===== src/gsds_pkg.sv =====
// ----------------------------------------------------------------------------
// gsds_pkg
// Shared types and fixed-point constants for the stride distance and speed block
// ----------------------------------------------------------------------------
package gsds_pkg;

    // field widths
    localparam int GYRO_W   = 16;
    localparam int ABS_W    = 16;
    localparam int PEAK_W   = 16;
    localparam int SUM_W    = 32;
    localparam int STEP_W   = 16;
    localparam int SPEED_W  = 24;
    localparam int CNT_W    = 8;

    // configuration register widths
    localparam int LEG_W    = 17;
    localparam int FLOOR_W  = 15;
    localparam int FRAC_W   = 16;
    localparam int MINSP_W  = 16;
    localparam int WIN_W    = 6;
    localparam int IVAL_W   = 8;

    // apb port
    localparam int PDATA_W  = 32;
    localparam int PADDR_W  = 5;

    // digit-serial multiplier: 32 x 32 bits, 4-bit digits
    localparam int MUL_W      = 32;
    localparam int DIGIT_W    = 4;
    localparam int MUL_DIGITS = MUL_W / DIGIT_W;

    // half angle per count, Q40
    localparam logic [MUL_W-1:0] HALF_ANGLE_Q40 = 32'd4197834;
    // reciprocals, exact over the value ranges below
    // x3 < 2^24: floor(x3 / 6) = (x3 * RECIP6) >> 27
    // x5 < 2^18: floor(x5 / 120) = (x5 * RECIP120) >> 25
    localparam logic [MUL_W-1:0] RECIP6   = 32'd22369622;
    localparam logic [MUL_W-1:0] RECIP120 = 32'd279621;

    // product slices of the sine series
    localparam int SH_X    = 8;
    localparam int SH_SQ   = 32;
    localparam int SH_Q3   = 27;
    localparam int SH_Q5   = 25;
    localparam int SH_STEP = 31;
    localparam int X_W     = 30;
    localparam int X2_W    = 27;
    localparam int X3_W    = 24;
    localparam int X5_W    = 18;
    localparam int Q3_W    = 21;
    localparam int Q5_W    = 11;

    // register reset values
    localparam logic [LEG_W-1:0]   LEG_RST   = 17'd61276;
    localparam logic [FLOOR_W-1:0] FLOOR_RST = 15'd4000;
    localparam logic [FRAC_W-1:0]  FRAC_RST  = 16'd3277;
    localparam logic [MINSP_W-1:0] MINSP_RST = 16'd3277;
    localparam logic [WIN_W-1:0]   WIN_RST   = 6'd4;
    localparam logic [IVAL_W-1:0]  IVAL_RST  = 8'd10;

    typedef struct packed {
        logic [LEG_W-1:0]   leg_length;
        logic [FLOOR_W-1:0] peak_floor;
        logic [FRAC_W-1:0]  trigger_fraction;
        logic [MINSP_W-1:0] min_speed;
        logic [WIN_W-1:0]   window_entries;
        logic [IVAL_W-1:0]  interval_samples;
    } t_cfg;

    // commands to the speed history
    typedef struct packed {
        logic clear;
        logic push;
        logic start;
    } t_hist_ctl;

endpackage


===== src/gsds_apb_regs.sv =====
// ----------------------------------------------------------------------------
// gsds_apb_regs
// APB configuration registers, one 32-bit word per register
// ----------------------------------------------------------------------------
module gsds_apb_regs
    import gsds_pkg::*;
(
    input  logic               i_clk,
    input  logic               i_rst_n,
    input  logic               psel,
    input  logic               penable,
    input  logic               pwrite,
    input  logic [PADDR_W-1:0] paddr,
    input  logic [PDATA_W-1:0] pwdata,
    output logic [PDATA_W-1:0] prdata,
    output logic               pready,
    output t_cfg               o_cfg
);

    typedef enum logic [2:0] {
        REG_LEG_LENGTH       = 3'd0,
        REG_PEAK_FLOOR       = 3'd1,
        REG_TRIGGER_FRACTION = 3'd2,
        REG_MIN_SPEED        = 3'd3,
        REG_WINDOW_ENTRIES   = 3'd4,
        REG_INTERVAL_SAMPLES = 3'd5
    } t_reg_idx;

    t_cfg     r_cfg;
    t_reg_idx w_idx;
    logic     w_wr;

    assign pready = 1'b1;
    assign w_idx  = t_reg_idx'(paddr[PADDR_W-1:2]);
    assign w_wr   = psel && penable && pwrite && pready;
    assign o_cfg  = r_cfg;

    always_ff @(posedge i_clk) begin
        if (!i_rst_n) begin
            r_cfg.leg_length       <= LEG_RST;
            r_cfg.peak_floor       <= FLOOR_RST;
            r_cfg.trigger_fraction <= FRAC_RST;
            r_cfg.min_speed        <= MINSP_RST;
            r_cfg.window_entries   <= WIN_RST;
            r_cfg.interval_samples <= IVAL_RST;
        end else if (w_wr) begin
            case (w_idx)
                REG_LEG_LENGTH:       r_cfg.leg_length       <= pwdata[LEG_W-1:0];
                REG_PEAK_FLOOR:       r_cfg.peak_floor       <= pwdata[FLOOR_W-1:0];
                REG_TRIGGER_FRACTION: r_cfg.trigger_fraction <= pwdata[FRAC_W-1:0];
                REG_MIN_SPEED:        r_cfg.min_speed        <= pwdata[MINSP_W-1:0];
                REG_WINDOW_ENTRIES:   r_cfg.window_entries   <= pwdata[WIN_W-1:0];
                REG_INTERVAL_SAMPLES: r_cfg.interval_samples <= pwdata[IVAL_W-1:0];
                default: ;
            endcase
        end
    end

    always_comb begin
        case (w_idx)
            REG_LEG_LENGTH:       prdata = PDATA_W'(r_cfg.leg_length);
            REG_PEAK_FLOOR:       prdata = PDATA_W'(r_cfg.peak_floor);
            REG_TRIGGER_FRACTION: prdata = PDATA_W'(r_cfg.trigger_fraction);
            REG_MIN_SPEED:        prdata = PDATA_W'(r_cfg.min_speed);
            REG_WINDOW_ENTRIES:   prdata = PDATA_W'(r_cfg.window_entries);
            REG_INTERVAL_SAMPLES: prdata = PDATA_W'(r_cfg.interval_samples);
            default:              prdata = '0;
        endcase
    end

endmodule


===== src/gsds_ser_mul.sv =====
// ----------------------------------------------------------------------------
// gsds_ser_mul
// Digit-serial unsigned multiplier, one 4-bit digit of the multiplier per cycle
// ----------------------------------------------------------------------------
module gsds_ser_mul
    import gsds_pkg::*;
(
    input  logic                 i_clk,
    input  logic                 i_rst_n,
    input  logic                 i_start,
    input  logic [MUL_W-1:0]     i_a,
    input  logic [MUL_W-1:0]     i_b,
    output logic                 o_done,
    output logic [2*MUL_W-1:0]   o_prod
);

    localparam int                CW       = $clog2(MUL_DIGITS);
    localparam int                PW       = MUL_W + DIGIT_W;
    localparam logic [CW-1:0]     CNT_LAST = CW'(MUL_DIGITS - 1);

    logic [MUL_W-1:0]   r_a;
    logic [MUL_W-1:0]   r_b;
    logic [2*MUL_W-1:0] r_p;
    logic [CW-1:0]      r_cnt;
    logic               r_busy;
    logic               r_done;
    logic [PW-1:0]      w_hi;

    // upper half plus multiplicand times the low digit
    assign w_hi = {{DIGIT_W{1'b0}}, r_p[2*MUL_W-1:MUL_W]}
                + (PW'(r_a) * PW'(r_b[DIGIT_W-1:0]));

    assign o_done = r_done;
    assign o_prod = r_p;

    always_ff @(posedge i_clk) begin
        if (!i_rst_n) begin
            r_busy <= 1'b0;
            r_done <= 1'b0;
            r_cnt  <= '0;
        end else begin
            r_done <= 1'b0;
            if (i_start) begin
                r_busy <= 1'b1;
                r_cnt  <= '0;
            end else if (r_busy) begin
                r_cnt <= r_cnt + 1'b1;
                if (r_cnt == CNT_LAST) begin
                    r_busy <= 1'b0;
                    r_done <= 1'b1;
                end
            end
        end
    end

    always_ff @(posedge i_clk) begin
        if (i_start) begin
            r_a <= i_a;
            r_b <= i_b;
            r_p <= '0;
        end else if (r_busy) begin
            r_p <= {w_hi, r_p[MUL_W-1:DIGIT_W]};
            r_b <= r_b >> DIGIT_W;
        end
    end

    a_no_restart: assert property (@(posedge i_clk) disable iff (!i_rst_n)
        i_start |-> !r_busy)
        else $error("multiplier started while busy");

    a_done_idle: assert property (@(posedge i_clk) disable iff (!i_rst_n)
        o_done |-> !r_busy)
        else $error("multiplier done while still busy");

    a_last_done: assert property (@(posedge i_clk) disable iff (!i_rst_n)
        (r_busy && r_cnt == CNT_LAST) |=> o_done)
        else $error("multiplier missed done after last digit");

endmodule


===== src/gsds_spd_hist.sv =====
// ----------------------------------------------------------------------------
// gsds_spd_hist
// Speed history ring buffer and serial window maximum search
// ----------------------------------------------------------------------------
module gsds_spd_hist
    import gsds_pkg::*;
#(
    parameter int DEPTH = 40
) (
    input  logic               i_clk,
    input  logic               i_rst_n,
    input  t_hist_ctl          i_ctl,
    input  logic [SPEED_W-1:0] i_push_data,
    input  logic [WIN_W-1:0]   i_window,
    input  logic [MINSP_W-1:0] i_min_speed,
    output logic               o_done,
    output logic [SPEED_W-1:0] o_shown
);

    localparam int AW = $clog2(DEPTH);
    localparam int CW = $clog2(DEPTH + 1);

    typedef enum logic [1:0] {
        S_IDLE,
        S_RUN,
        S_DRAIN,
        S_FINAL
    } t_state;

    t_state             r_state;
    logic [SPEED_W-1:0] r_mem [DEPTH];
    logic [SPEED_W-1:0] r_rd_data;
    logic               r_rd_vld;
    logic               r_rd_ok;
    logic [AW-1:0]      r_wp;
    logic [AW-1:0]      r_rp;
    logic [CW-1:0]      r_fill;
    logic [CW-1:0]      r_idx;
    logic [CW-1:0]      r_n;
    logic [SPEED_W-1:0] r_best;
    logic [SPEED_W-1:0] r_shown;
    logic               r_done;

    logic [CW-1:0]      w_n;
    logic [AW-1:0]      w_newest;
    logic [AW-1:0]      w_prev;
    logic [SPEED_W-1:0] w_best;

    // window clamped to one entry at least and to the table size at most
    always_comb begin
        if (i_window == '0) begin
            w_n = CW'(1);
        end else if (int'(i_window) > DEPTH) begin
            w_n = CW'(DEPTH);
        end else begin
            w_n = CW'(i_window);
        end
    end

    assign w_newest = (r_wp == '0) ? AW'(DEPTH - 1) : r_wp - 1'b1;
    assign w_prev   = (r_rp == '0) ? AW'(DEPTH - 1) : r_rp - 1'b1;
    // entries past the fill count read as zero
    assign w_best   = (r_rd_vld && r_rd_ok && r_rd_data > r_best) ? r_rd_data : r_best;

    assign o_done  = r_done;
    assign o_shown = r_shown;

    always_ff @(posedge i_clk) begin
        if (i_ctl.push) begin
            r_mem[r_wp] <= i_push_data;
        end
        r_rd_data <= r_mem[r_rp];
    end

    always_ff @(posedge i_clk) begin
        if (!i_rst_n) begin
            r_state  <= S_IDLE;
            r_wp     <= '0;
            r_rp     <= '0;
            r_fill   <= '0;
            r_idx    <= '0;
            r_n      <= '0;
            r_rd_vld <= 1'b0;
            r_rd_ok  <= 1'b0;
            r_best   <= '0;
            r_shown  <= '0;
            r_done   <= 1'b0;
        end else begin
            r_done   <= 1'b0;
            r_rd_vld <= 1'b0;

            if (i_ctl.clear) begin
                r_wp   <= '0;
                r_fill <= '0;
            end else if (i_ctl.push) begin
                r_wp <= (r_wp == AW'(DEPTH - 1)) ? '0 : r_wp + 1'b1;
                if (r_fill != CW'(DEPTH)) begin
                    r_fill <= r_fill + 1'b1;
                end
            end

            case (r_state)
                S_IDLE: begin
                    if (i_ctl.start) begin
                        r_rp    <= w_newest;
                        r_idx   <= '0;
                        r_n     <= w_n;
                        r_best  <= '0;
                        r_state <= S_RUN;
                    end
                end
                S_RUN: begin
                    r_rd_vld <= 1'b1;
                    r_rd_ok  <= (r_idx < r_fill);
                    r_rp     <= w_prev;
                    r_idx    <= r_idx + 1'b1;
                    r_best   <= w_best;
                    if (r_idx == r_n - 1'b1) begin
                        r_state <= S_DRAIN;
                    end
                end
                S_DRAIN: begin
                    r_best  <= w_best;
                    r_state <= S_FINAL;
                end
                S_FINAL: begin
                    r_shown <= (r_best <= SPEED_W'(i_min_speed)) ? '0 : r_best;
                    r_done  <= 1'b1;
                    r_state <= S_IDLE;
                end
                default: r_state <= S_IDLE;
            endcase
        end
    end

    a_push_start: assert property (@(posedge i_clk) disable iff (!i_rst_n)
        !(i_ctl.push && i_ctl.start))
        else $error("history push and search start together");

    a_fill_bound: assert property (@(posedge i_clk) disable iff (!i_rst_n)
        r_fill <= CW'(DEPTH))
        else $error("history fill count beyond depth");

    a_done_pulse: assert property (@(posedge i_clk) disable iff (!i_rst_n)
        o_done |=> !o_done)
        else $error("search done held longer than one cycle");

endmodule


===== src/gyro_stride_distance_speed.sv =====
// ----------------------------------------------------------------------------
// gyro_stride_distance_speed
// Stride distance and walking speed from a stream of gyro Z-rate samples
// ----------------------------------------------------------------------------
// One signed Z-rate sample is taken per transfer on the slave stream, with a
// restart flag in tuser that clears distance, peak, counters and the speed
// history before the sample is used. Each sample yields one result transfer
// holding the stride added, the saturating total distance (Q16 m), the latest
// interval speed and the shown speed (window maximum after the minimum cut,
// Q16 m/s). Samples are handled one at a time. All products go through one
// shared multiplier that takes a 4-bit digit per cycle; a sample below the
// trigger needs one product (the peak compare), one that counts a stride
// needs eight (angle, sine series, reciprocal divides, leg scaling). The
// window search then reads the history one entry per cycle, over
// window_entries clamped to 1 and SPEED_DEPTH. A new sample is taken while
// the previous result still waits in the output register. The history is a
// ring buffer with a fill count, so it needs no clearing pass after reset or
// restart. The user must write configuration through the APB port only
// while no sample is in flight; the block itself does not enforce it.
// ----------------------------------------------------------------------------
module gyro_stride_distance_speed
    import gsds_pkg::*;
#(
    parameter int SPEED_DEPTH = 40
) (
    input  logic               i_clk,
    input  logic               i_rst_n,
    // slave stream
    input  logic               s_axis_tvalid,
    output logic               s_axis_tready,
    input  logic [15:0]        s_axis_tdata,   // [15:0] gyro_z
    input  logic [0:0]         s_axis_tuser,   // [0] restart
    // master stream
    output logic               m_axis_tvalid,
    input  logic               m_axis_tready,
    output logic [95:0]        m_axis_tdata,   // [15:0] step_distance,
                                               // [47:16] total_distance,
                                               // [71:48] instant_speed,
                                               // [95:72] shown_speed
    // configuration
    input  logic               psel,
    input  logic               penable,
    input  logic               pwrite,
    input  logic [PADDR_W-1:0] paddr,
    input  logic [PDATA_W-1:0] pwdata,
    output logic [PDATA_W-1:0] prdata,
    output logic               pready
);

    typedef enum logic [2:0] {
        S_IDLE,
        S_MUL,
        S_UPD,
        S_PUSH,
        S_SRCH,
        S_OUT
    } t_state;

    // multiplier jobs in issue order
    typedef enum logic [2:0] {
        OP_TRIG,
        OP_X,
        OP_X2,
        OP_X3,
        OP_X5,
        OP_Q3,
        OP_Q5,
        OP_STEP
    } t_op;

    t_cfg               w_cfg;

    t_state             r_state;
    t_op                r_op;

    // block state
    logic [PEAK_W-1:0]  r_peak;
    logic [SUM_W-1:0]   r_sum;
    logic [SUM_W-1:0]   r_last;
    logic [CNT_W-1:0]   r_icount;
    logic [SPEED_W-1:0] r_speed;

    // per-sample working registers
    logic [ABS_W-1:0]   r_a;
    logic [X_W-1:0]     r_x;
    logic [X2_W-1:0]    r_x2;
    logic [X3_W-1:0]    r_x3;
    logic [X5_W-1:0]    r_x5;
    logic [X_W-1:0]     r_s;
    logic [STEP_W-1:0]  r_step;

    // multiplier and history control
    logic               r_mul_start;
    logic [MUL_W-1:0]   r_mul_a;
    logic [MUL_W-1:0]   r_mul_b;
    t_hist_ctl          r_ctl;

    // output register
    logic               r_m_valid;
    logic [95:0]        r_m_data;

    logic               w_accept;
    logic [ABS_W-1:0]   w_a;
    logic               w_restart;
    logic [PEAK_W-1:0]  w_peak_base;
    logic [PEAK_W-1:0]  w_peak_a;
    logic [PEAK_W-1:0]  w_peak_new;
    logic               w_mul_done;
    logic [2*MUL_W-1:0] w_prod;
    logic [X_W-1:0]     w_s_fin;
    logic [SUM_W:0]     w_sum_add;
    logic [SUM_W-1:0]   w_sum_new;
    logic [SUM_W-1:0]   w_diff;
    logic [SPEED_W-1:0] w_speed;
    logic               w_hist_done;
    logic [SPEED_W-1:0] w_shown;

    gsds_apb_regs u_regs (
        .i_clk   (i_clk),
        .i_rst_n (i_rst_n),
        .psel    (psel),
        .penable (penable),
        .pwrite  (pwrite),
        .paddr   (paddr),
        .pwdata  (pwdata),
        .prdata  (prdata),
        .pready  (pready),
        .o_cfg   (w_cfg)
    );

    gsds_ser_mul u_mul (
        .i_clk   (i_clk),
        .i_rst_n (i_rst_n),
        .i_start (r_mul_start),
        .i_a     (r_mul_a),
        .i_b     (r_mul_b),
        .o_done  (w_mul_done),
        .o_prod  (w_prod)
    );

    gsds_spd_hist #(
        .DEPTH (SPEED_DEPTH)
    ) u_hist (
        .i_clk       (i_clk),
        .i_rst_n     (i_rst_n),
        .i_ctl       (r_ctl),
        .i_push_data (r_speed),
        .i_window    (w_cfg.window_entries),
        .i_min_speed (w_cfg.min_speed),
        .o_done      (w_hist_done),
        .o_shown     (w_shown)
    );

    assign s_axis_tready = (r_state == S_IDLE);
    assign w_accept      = s_axis_tvalid && s_axis_tready;
    assign m_axis_tvalid = r_m_valid;
    assign m_axis_tdata  = r_m_data;

    // magnitude of the sample, full scale negative gives 32768
    assign w_a       = s_axis_tdata[GYRO_W-1] ? (~s_axis_tdata + 1'b1) : s_axis_tdata;
    assign w_restart = s_axis_tuser[0];

    // peak tracking, after an optional restart, never below the floor
    assign w_peak_base = w_restart ? '0 : r_peak;
    assign w_peak_a    = (w_a > w_peak_base) ? w_a : w_peak_base;
    assign w_peak_new  = (PEAK_W'(w_cfg.peak_floor) > w_peak_a) ?
                         PEAK_W'(w_cfg.peak_floor) : w_peak_a;

    // sine series total once the fifth-order term is in
    assign w_s_fin = r_s + X_W'(w_prod[SH_Q5 +: Q5_W]);

    // saturating distance total
    assign w_sum_add = {1'b0, r_sum} + (SUM_W + 1)'(r_step);
    assign w_sum_new = w_sum_add[SUM_W] ? '1 : w_sum_add[SUM_W-1:0];

    // interval speed, twice the distance gained, saturating
    assign w_diff  = w_sum_new - r_last;
    assign w_speed = (|w_diff[SUM_W-1:SPEED_W-1]) ? '1 : {w_diff[SPEED_W-2:0], 1'b0};

    always_ff @(posedge i_clk) begin
        if (!i_rst_n) begin
            r_state     <= S_IDLE;
            r_op        <= OP_TRIG;
            r_peak      <= '0;
            r_sum       <= '0;
            r_last      <= '0;
            r_icount    <= '0;
            r_speed     <= '0;
            r_a         <= '0;
            r_x         <= '0;
            r_x2        <= '0;
            r_x3        <= '0;
            r_x5        <= '0;
            r_s         <= '0;
            r_step      <= '0;
            r_mul_start <= 1'b0;
            r_mul_a     <= '0;
            r_mul_b     <= '0;
            r_ctl       <= '0;
            r_m_valid   <= 1'b0;
            r_m_data    <= '0;
        end else begin
            r_mul_start <= 1'b0;
            r_ctl       <= '0;

            // result taken downstream
            if (r_m_valid && m_axis_tready) begin
                r_m_valid <= 1'b0;
            end

            case (r_state)
                S_IDLE: begin
                    if (w_accept) begin
                        r_a    <= w_a;
                        r_peak <= w_peak_new;
                        if (w_restart) begin
                            r_sum     <= '0;
                            r_last    <= '0;
                            r_icount  <= '0;
                            r_speed   <= '0;
                            r_ctl.clear <= 1'b1;
                        end
                        // trigger check: peak times fraction
                        r_mul_a     <= MUL_W'(w_peak_new);
                        r_mul_b     <= MUL_W'(w_cfg.trigger_fraction);
                        r_mul_start <= 1'b1;
                        r_op        <= OP_TRIG;
                        r_state     <= S_MUL;
                    end
                end

                S_MUL: begin
                    if (w_mul_done) begin
                        case (r_op)
                            OP_TRIG: begin
                                if ({r_a, 16'b0} > w_prod[MUL_W-1:0]) begin
                                    r_mul_a     <= HALF_ANGLE_Q40;
                                    r_mul_b     <= MUL_W'(r_a);
                                    r_mul_start <= 1'b1;
                                    r_op        <= OP_X;
                                end else begin
                                    r_step  <= '0;
                                    r_state <= S_UPD;
                                end
                            end
                            OP_X: begin
                                // half angle, Q32
                                r_x         <= w_prod[SH_X +: X_W];
                                r_mul_a     <= MUL_W'(w_prod[SH_X +: X_W]);
                                r_mul_b     <= MUL_W'(w_prod[SH_X +: X_W]);
                                r_mul_start <= 1'b1;
                                r_op        <= OP_X2;
                            end
                            OP_X2: begin
                                r_x2        <= w_prod[SH_SQ +: X2_W];
                                r_mul_a     <= MUL_W'(w_prod[SH_SQ +: X2_W]);
                                r_mul_b     <= MUL_W'(r_x);
                                r_mul_start <= 1'b1;
                                r_op        <= OP_X3;
                            end
                            OP_X3: begin
                                r_x3        <= w_prod[SH_SQ +: X3_W];
                                r_mul_a     <= MUL_W'(w_prod[SH_SQ +: X3_W]);
                                r_mul_b     <= MUL_W'(r_x2);
                                r_mul_start <= 1'b1;
                                r_op        <= OP_X5;
                            end
                            OP_X5: begin
                                r_x5        <= w_prod[SH_SQ +: X5_W];
                                r_mul_a     <= RECIP6;
                                r_mul_b     <= MUL_W'(r_x3);
                                r_mul_start <= 1'b1;
                                r_op        <= OP_Q3;
                            end
                            OP_Q3: begin
                                // x minus x3 / 6
                                r_s         <= r_x - X_W'(w_prod[SH_Q3 +: Q3_W]);
                                r_mul_a     <= RECIP120;
                                r_mul_b     <= MUL_W'(r_x5);
                                r_mul_start <= 1'b1;
                                r_op        <= OP_Q5;
                            end
                            OP_Q5: begin
                                // plus x5 / 120, then scale by the leg
                                r_s         <= w_s_fin;
                                r_mul_a     <= MUL_W'(w_cfg.leg_length);
                                r_mul_b     <= MUL_W'(w_s_fin);
                                r_mul_start <= 1'b1;
                                r_op        <= OP_STEP;
                            end
                            OP_STEP: begin
                                r_step  <= w_prod[SH_STEP +: STEP_W];
                                r_state <= S_UPD;
                            end
                            default: r_state <= S_UPD;
                        endcase
                    end
                end

                S_UPD: begin
                    r_sum <= w_sum_new;
                    if (r_icount >= w_cfg.interval_samples) begin
                        r_speed     <= w_speed;
                        r_last      <= w_sum_new;
                        r_icount    <= '0;
                        r_ctl.push  <= 1'b1;
                    end else begin
                        r_icount <= r_icount + 1'b1;
                    end
                    r_state <= S_PUSH;
                end

                S_PUSH: begin
                    // history write lands this cycle, search starts next
                    r_ctl.start <= 1'b1;
                    r_state     <= S_SRCH;
                end

                S_SRCH: begin
                    if (w_hist_done) begin
                        r_state <= S_OUT;
                    end
                end

                S_OUT: begin
                    if (!r_m_valid || m_axis_tready) begin
                        r_m_data  <= {w_shown, r_speed, r_sum, r_step};
                        r_m_valid <= 1'b1;
                        r_state   <= S_IDLE;
                    end
                end

                default: r_state <= S_IDLE;
            endcase
        end
    end

    a_one_item: assert property (@(posedge i_clk) disable iff (!i_rst_n)
        (s_axis_tvalid && s_axis_tready) |=> !s_axis_tready)
        else $error("sample taken while another is in flight");

    a_out_load: assert property (@(posedge i_clk) disable iff (!i_rst_n)
        $rose(m_axis_tvalid) |-> $past(r_state) == S_OUT)
        else $error("result loaded outside the output state");

    a_sum_mono: assert property (@(posedge i_clk) disable iff (!i_rst_n)
        (r_state == S_UPD) |=> r_sum >= $past(r_sum))
        else $error("distance total decreased on update");

endmodule


===== config.mk =====
export PLATFORM = sky130hd
export DESIGN_NAME = gyro_stride_distance_speed
export DESIGN_NICKNAME = d
export VERILOG_FILES = /design/src/gsds_pkg.sv /design/src/gsds_apb_regs.sv /design/src/gsds_ser_mul.sv /design/src/gsds_spd_hist.sv /design/src/gyro_stride_distance_speed.sv
export SDC_FILE = /design/constraint.sdc
export NUM_CORES = 2
export LEC_CHECK = 0
export CAP_MARGIN = 20
export CORE_UTILIZATION = 58
export DETAILED_ROUTE_END_ITERATION = 8
export DONT_BUFFER_PORTS = 1
export PLACE_DENSITY_LB_ADDON = 0.12
export SLEW_MARGIN = 20
export SYNTH_ARGS = -nofsm -noshare
export SYNTH_HDL_FRONTEND = slang
export SYNTH_HIERARCHICAL = 1
export SYNTH_SLANG_ARGS = --single-unit

===== constraint.sdc =====
create_clock -name i_clk -period 6.8 [get_ports i_clk]
set_input_delay 1.02 -clock i_clk [delete_from_list [all_inputs] [get_ports i_clk]]
set_output_delay 1.02 -clock i_clk [all_outputs]
set_load 0.05 [all_outputs]

==> results.yml <==
power_and_ir_drop:
  clkPwrFrac: 0.323
  power_density_nw_per_um2: 346
  combPwrFrac: 0.284
  sequentialPowerShare: 0.393
  p_int_mw: 20.3
  ir_drop_v: 0.000294
  power.switching_mw: 10.0
  switching_share: 0.331
  leakagePower_nw: 29.4
placed_design:
  place_hpwl_um: 149000
  post-place-ws_ps: -65.7
  port_buffers: 0
  place_congestion: 0.960
drt:
  num_vias: 54417
  wl_per_cell_um: 26.2
  routed_wl_um: 225000
  drc_errors: 0
  firstDrtPassIters: 6
  detail-route-antenna-nets: 0
  drt_iter0_drc: 6058
  vias_per_cell: 6.33
floorplanning:
  core-area_um2: 136000
  die_area_um2: 139000
  io_pins: 192
  fp.dieH_um: 373
  initial_core_util: 0.587
  rows: 135
  die_w_um: 373
run:
  drv_cap: 0
clock_network:
  ctsHoldBuffers: 0
  cts_tree: "done"
  path_clk_slew_ps: 60
  cts_buffer_depth: 3
  cts-root-buf: "clkbuf_16"
  cts_buffers: 176
  clock-sinks: 1718
  cts_max_level: 4
  cts_setup_buffers: 0
  clkLatencyLatePin_ps: 820
setup_path:
  path_class: "reg2reg"
  rrSetupSlack_ps: 620
  end_kind: "flip-flop"
  rr_worst_depth: 22
  crit_path_start_kind: "flip-flop"
  worstReg2RegEnd: "r_speed[15]$_SDFFE_PN0P_"
  critPathMaxFanout: 19
  cp-endpoint: "r_speed[15]$_SDFFE_PN0P_"
  r2r-start: "r_sum[0]$_SDFFE_PN0P_"
  cp-startpoint: "r_sum[0]$_SDFFE_PN0P_"
  cp.arrival_ps: 6850
  cp.required_ps: 7470
sta:
  fmax_ghz: 0.162
  fin_crit_ps: 6180
  tightest_slew_ps: 1220
  clock_skew_ps: 56.8
  rsz0062_at_grt: "no"
  drv_slew: 0
  setup_viol: 0
  setup_ws_ps: 619
  relSlewSlack: 0.200
  period_share: 0.909
  hold_viol: 0
grt:
  antenna_found_initial: 8
  gr-total-overflow: 0
  grt_pass1_wl_um: 336000
  grt_pass1_vias: 52465
  grt_max_degree: 159
  grt_usage: 0.321
finish:
  finish.utilization: 0.645
  nNetsFinal: 7051
  seqCellArea_um2: 44700
  layout-drive-gt1-share: 0.131
  final_cell_mix: "edfxtp_1 (1024), nand2_1 (828), dfxtp_1 (682), a21oi_1 (516), inv_1 (371)"
  multiInputGateArea_um2: 32100
  final_common_cell: "edfxtp_1"
  n_fill_cell: 10269
  areaGrowthSynthToFinish_pct: 9.89
synthesis:
  syn_avg_cell_area_um2: 11.9
  ys_dominant_reg_cell: "edfxtp_1"
  synth_edf_count: 1024
  syn_area_um2: 79700
  seq_area_frac_synth: 0.560
  synthCells: 6716
  synth-async-reset-ratio: 0
  synth_seq_cells: 1718
  yosysWarnings: 6
  synth.distinct_cells: 120
min_path:
  worstHoldStart: "pwdata[15]"
  min_path_type: "in2reg"
run_status:
  status: "finished, final reports clean"
worst min-delay path by stage:
stage               slack (ps)                       endpoint  cells past startpoint
floorplan                  410         u_mul/r_a[7]$_DFFE_PP_                      0
global placement           420        u_mul/r_a[20]$_DFFE_PP_                      0
detailed placement         420        u_mul/r_a[19]$_DFFE_PP_                      0
CTS                        330  u_regs/o_cfg[76]$_SDFFE_PN1P_                      2
global route               360  u_regs/o_cfg[75]$_SDFFE_PN1P_                      2
finish                     370  u_regs/o_cfg[76]$_SDFFE_PN1P_                      2
power by group through the flow:
stage	clock network (mW)	registers, mW	logic, mW
final	9.79	11.9	8.61
after global routing	10.3	11.9	9.38
after CTS	9.92	11.9	8.58
after detailed placement	0	12.1	8.51
after global placement	0	12.1	8.46
after floorplan	0	11.7	6.45
cell usage after synthesis, types with 22 or more instances:
cell / n / area share
edfxtp_1: 1024 / 0.39
nand2_1: 830 / 0.039
dfxtp_1: 694 / 0.17
a21oi_1: 516 / 0.032
nor2_1: 378 / 0.018
inv_1: 371 / 0.017
clkbuf_1: 290 / 0.014
mux4_2: 247 / 0.070
ha_1: 239 / 0.038
o21ai_0: 223 / 0.014
and2_1: 149 / 0.012
mux2i_1: 147 / 0.018
nand3_1: 99 / 0.0062
fa_1: 95 / 0.024
xnor2_1: 92 / 0.010
mux2_2: 89 / 0.013
a21o_1: 78 / 0.0073
xor2_1: 77 / 0.0085
a22o_1: 74 / 0.0081
o211ai_1: 63 / 0.0059
nand2b_1: 62 / 0.0049
nor3_1: 60 / 0.0038
a22oi_1: 59 / 0.0056
nand4_1: 57 / 0.0045
o22ai_1: 52 / 0.0041
a221oi_1: 51 / 0.0056
buf_2: 51 / 0.0032
a211oi_1: 48 / 0.0045
nor2b_1: 42 / 0.0033
buf_1: 36 / 0.0017
a31oi_1: 31 / 0.0024
and3_1: 28 / 0.0022
o221ai_1: 24 / 0.0026
o21ai_1: 22 / 0.0014
layout make-up:
type	count	share of cell area
antenna	2	0.0000572
clock buffer	233	0.0551
clock inverter	98	0.0124
inverter	375	0.0162
multi-input combinational	4231	0.367
sequential	1718	0.510
tap	1781	0.0254
timing repair buffer	154	0.0139
sequential cells by signal, summed over array words and instances (netlist names), 32 cells and up:
name          count
u_mul/r_b        32
m_axis_tdata     96
u_hist/r_mem    960
r_sum            32
r_last           32
u_regs/o_cfg     78
u_mul/o_prod     64
u_mul/r_a        32
per-stage QoR:
stage	std cells	setup TNS, ps	total power, mW	area (µm²)	hold slack, ps
4_1_cts	8589	0	30.4	87500	327
3_3_place_gp	8258	-135	20.6	81600	415
5_1_grt	8590	0	31.6	87600	356
2_1_floorplan	6733	0	18.2	79700	408
3_5_place_dp	8258	-131	20.6	81600	420
6_report	8592	0	30.3	87600	369
cells by family (layout without fill, tap and decap cells):
logic type               count (synthesis)  count (layout)  synth area share
XOR/XNOR                               170             170            0.0188
AO/OA/AOI/OAI                         1413            1413             0.113
flip-flops                            1718            1718             0.560
multiplexers                           495             495             0.103
AND/OR/NAND/NOR                       1798            1798             0.103
buffers and inverters                  784             860            0.0398
other                                    3              22          0.000141
adder cells (fa/ha/maj)                335             335            0.0615
metal layers:
| layer | global-route usage | vias up | share of wire |
|---|---|---|---|
| met5 | 0 | - | 0.00026 |
| met4 | 0.125 | 8 | 0.040 |
| met3 | 0.0589 | 461 | 0.086 |
| met2 | 0.516 | 2434 | 0.47 |
| met1 | 0.433 | 27134 | 0.40 |
| li1 | - | 24380 | - |
worst max-delay path: stages, from the launching register on:
cell       delay (ps)
dfxtp_1           320
ha_1              240
fa_1              450
a211oi_1          330
o211ai_1          190
a221oi_2          380
o21ai_1           280
nand2_1           210
or2_2             400
buf_4             230
nand2b_1          140
ha_1              290
nor2b_1           140
o31ai_1           270
o21ai_1           180
a2111oi_2         410
or3_1             320
a211oi_1          110
a311oi_1          390
xor2_1            110
buf_4             230
nor2_2            280
o22ai_1           130
repair_timing:
action	CTS	global route
endpoints found under the hold margin	0	0
gates resized for setup	0	4
endpoints found under the setup margin	0	24
Note: power is estimated with default switching activity, not from simulation.
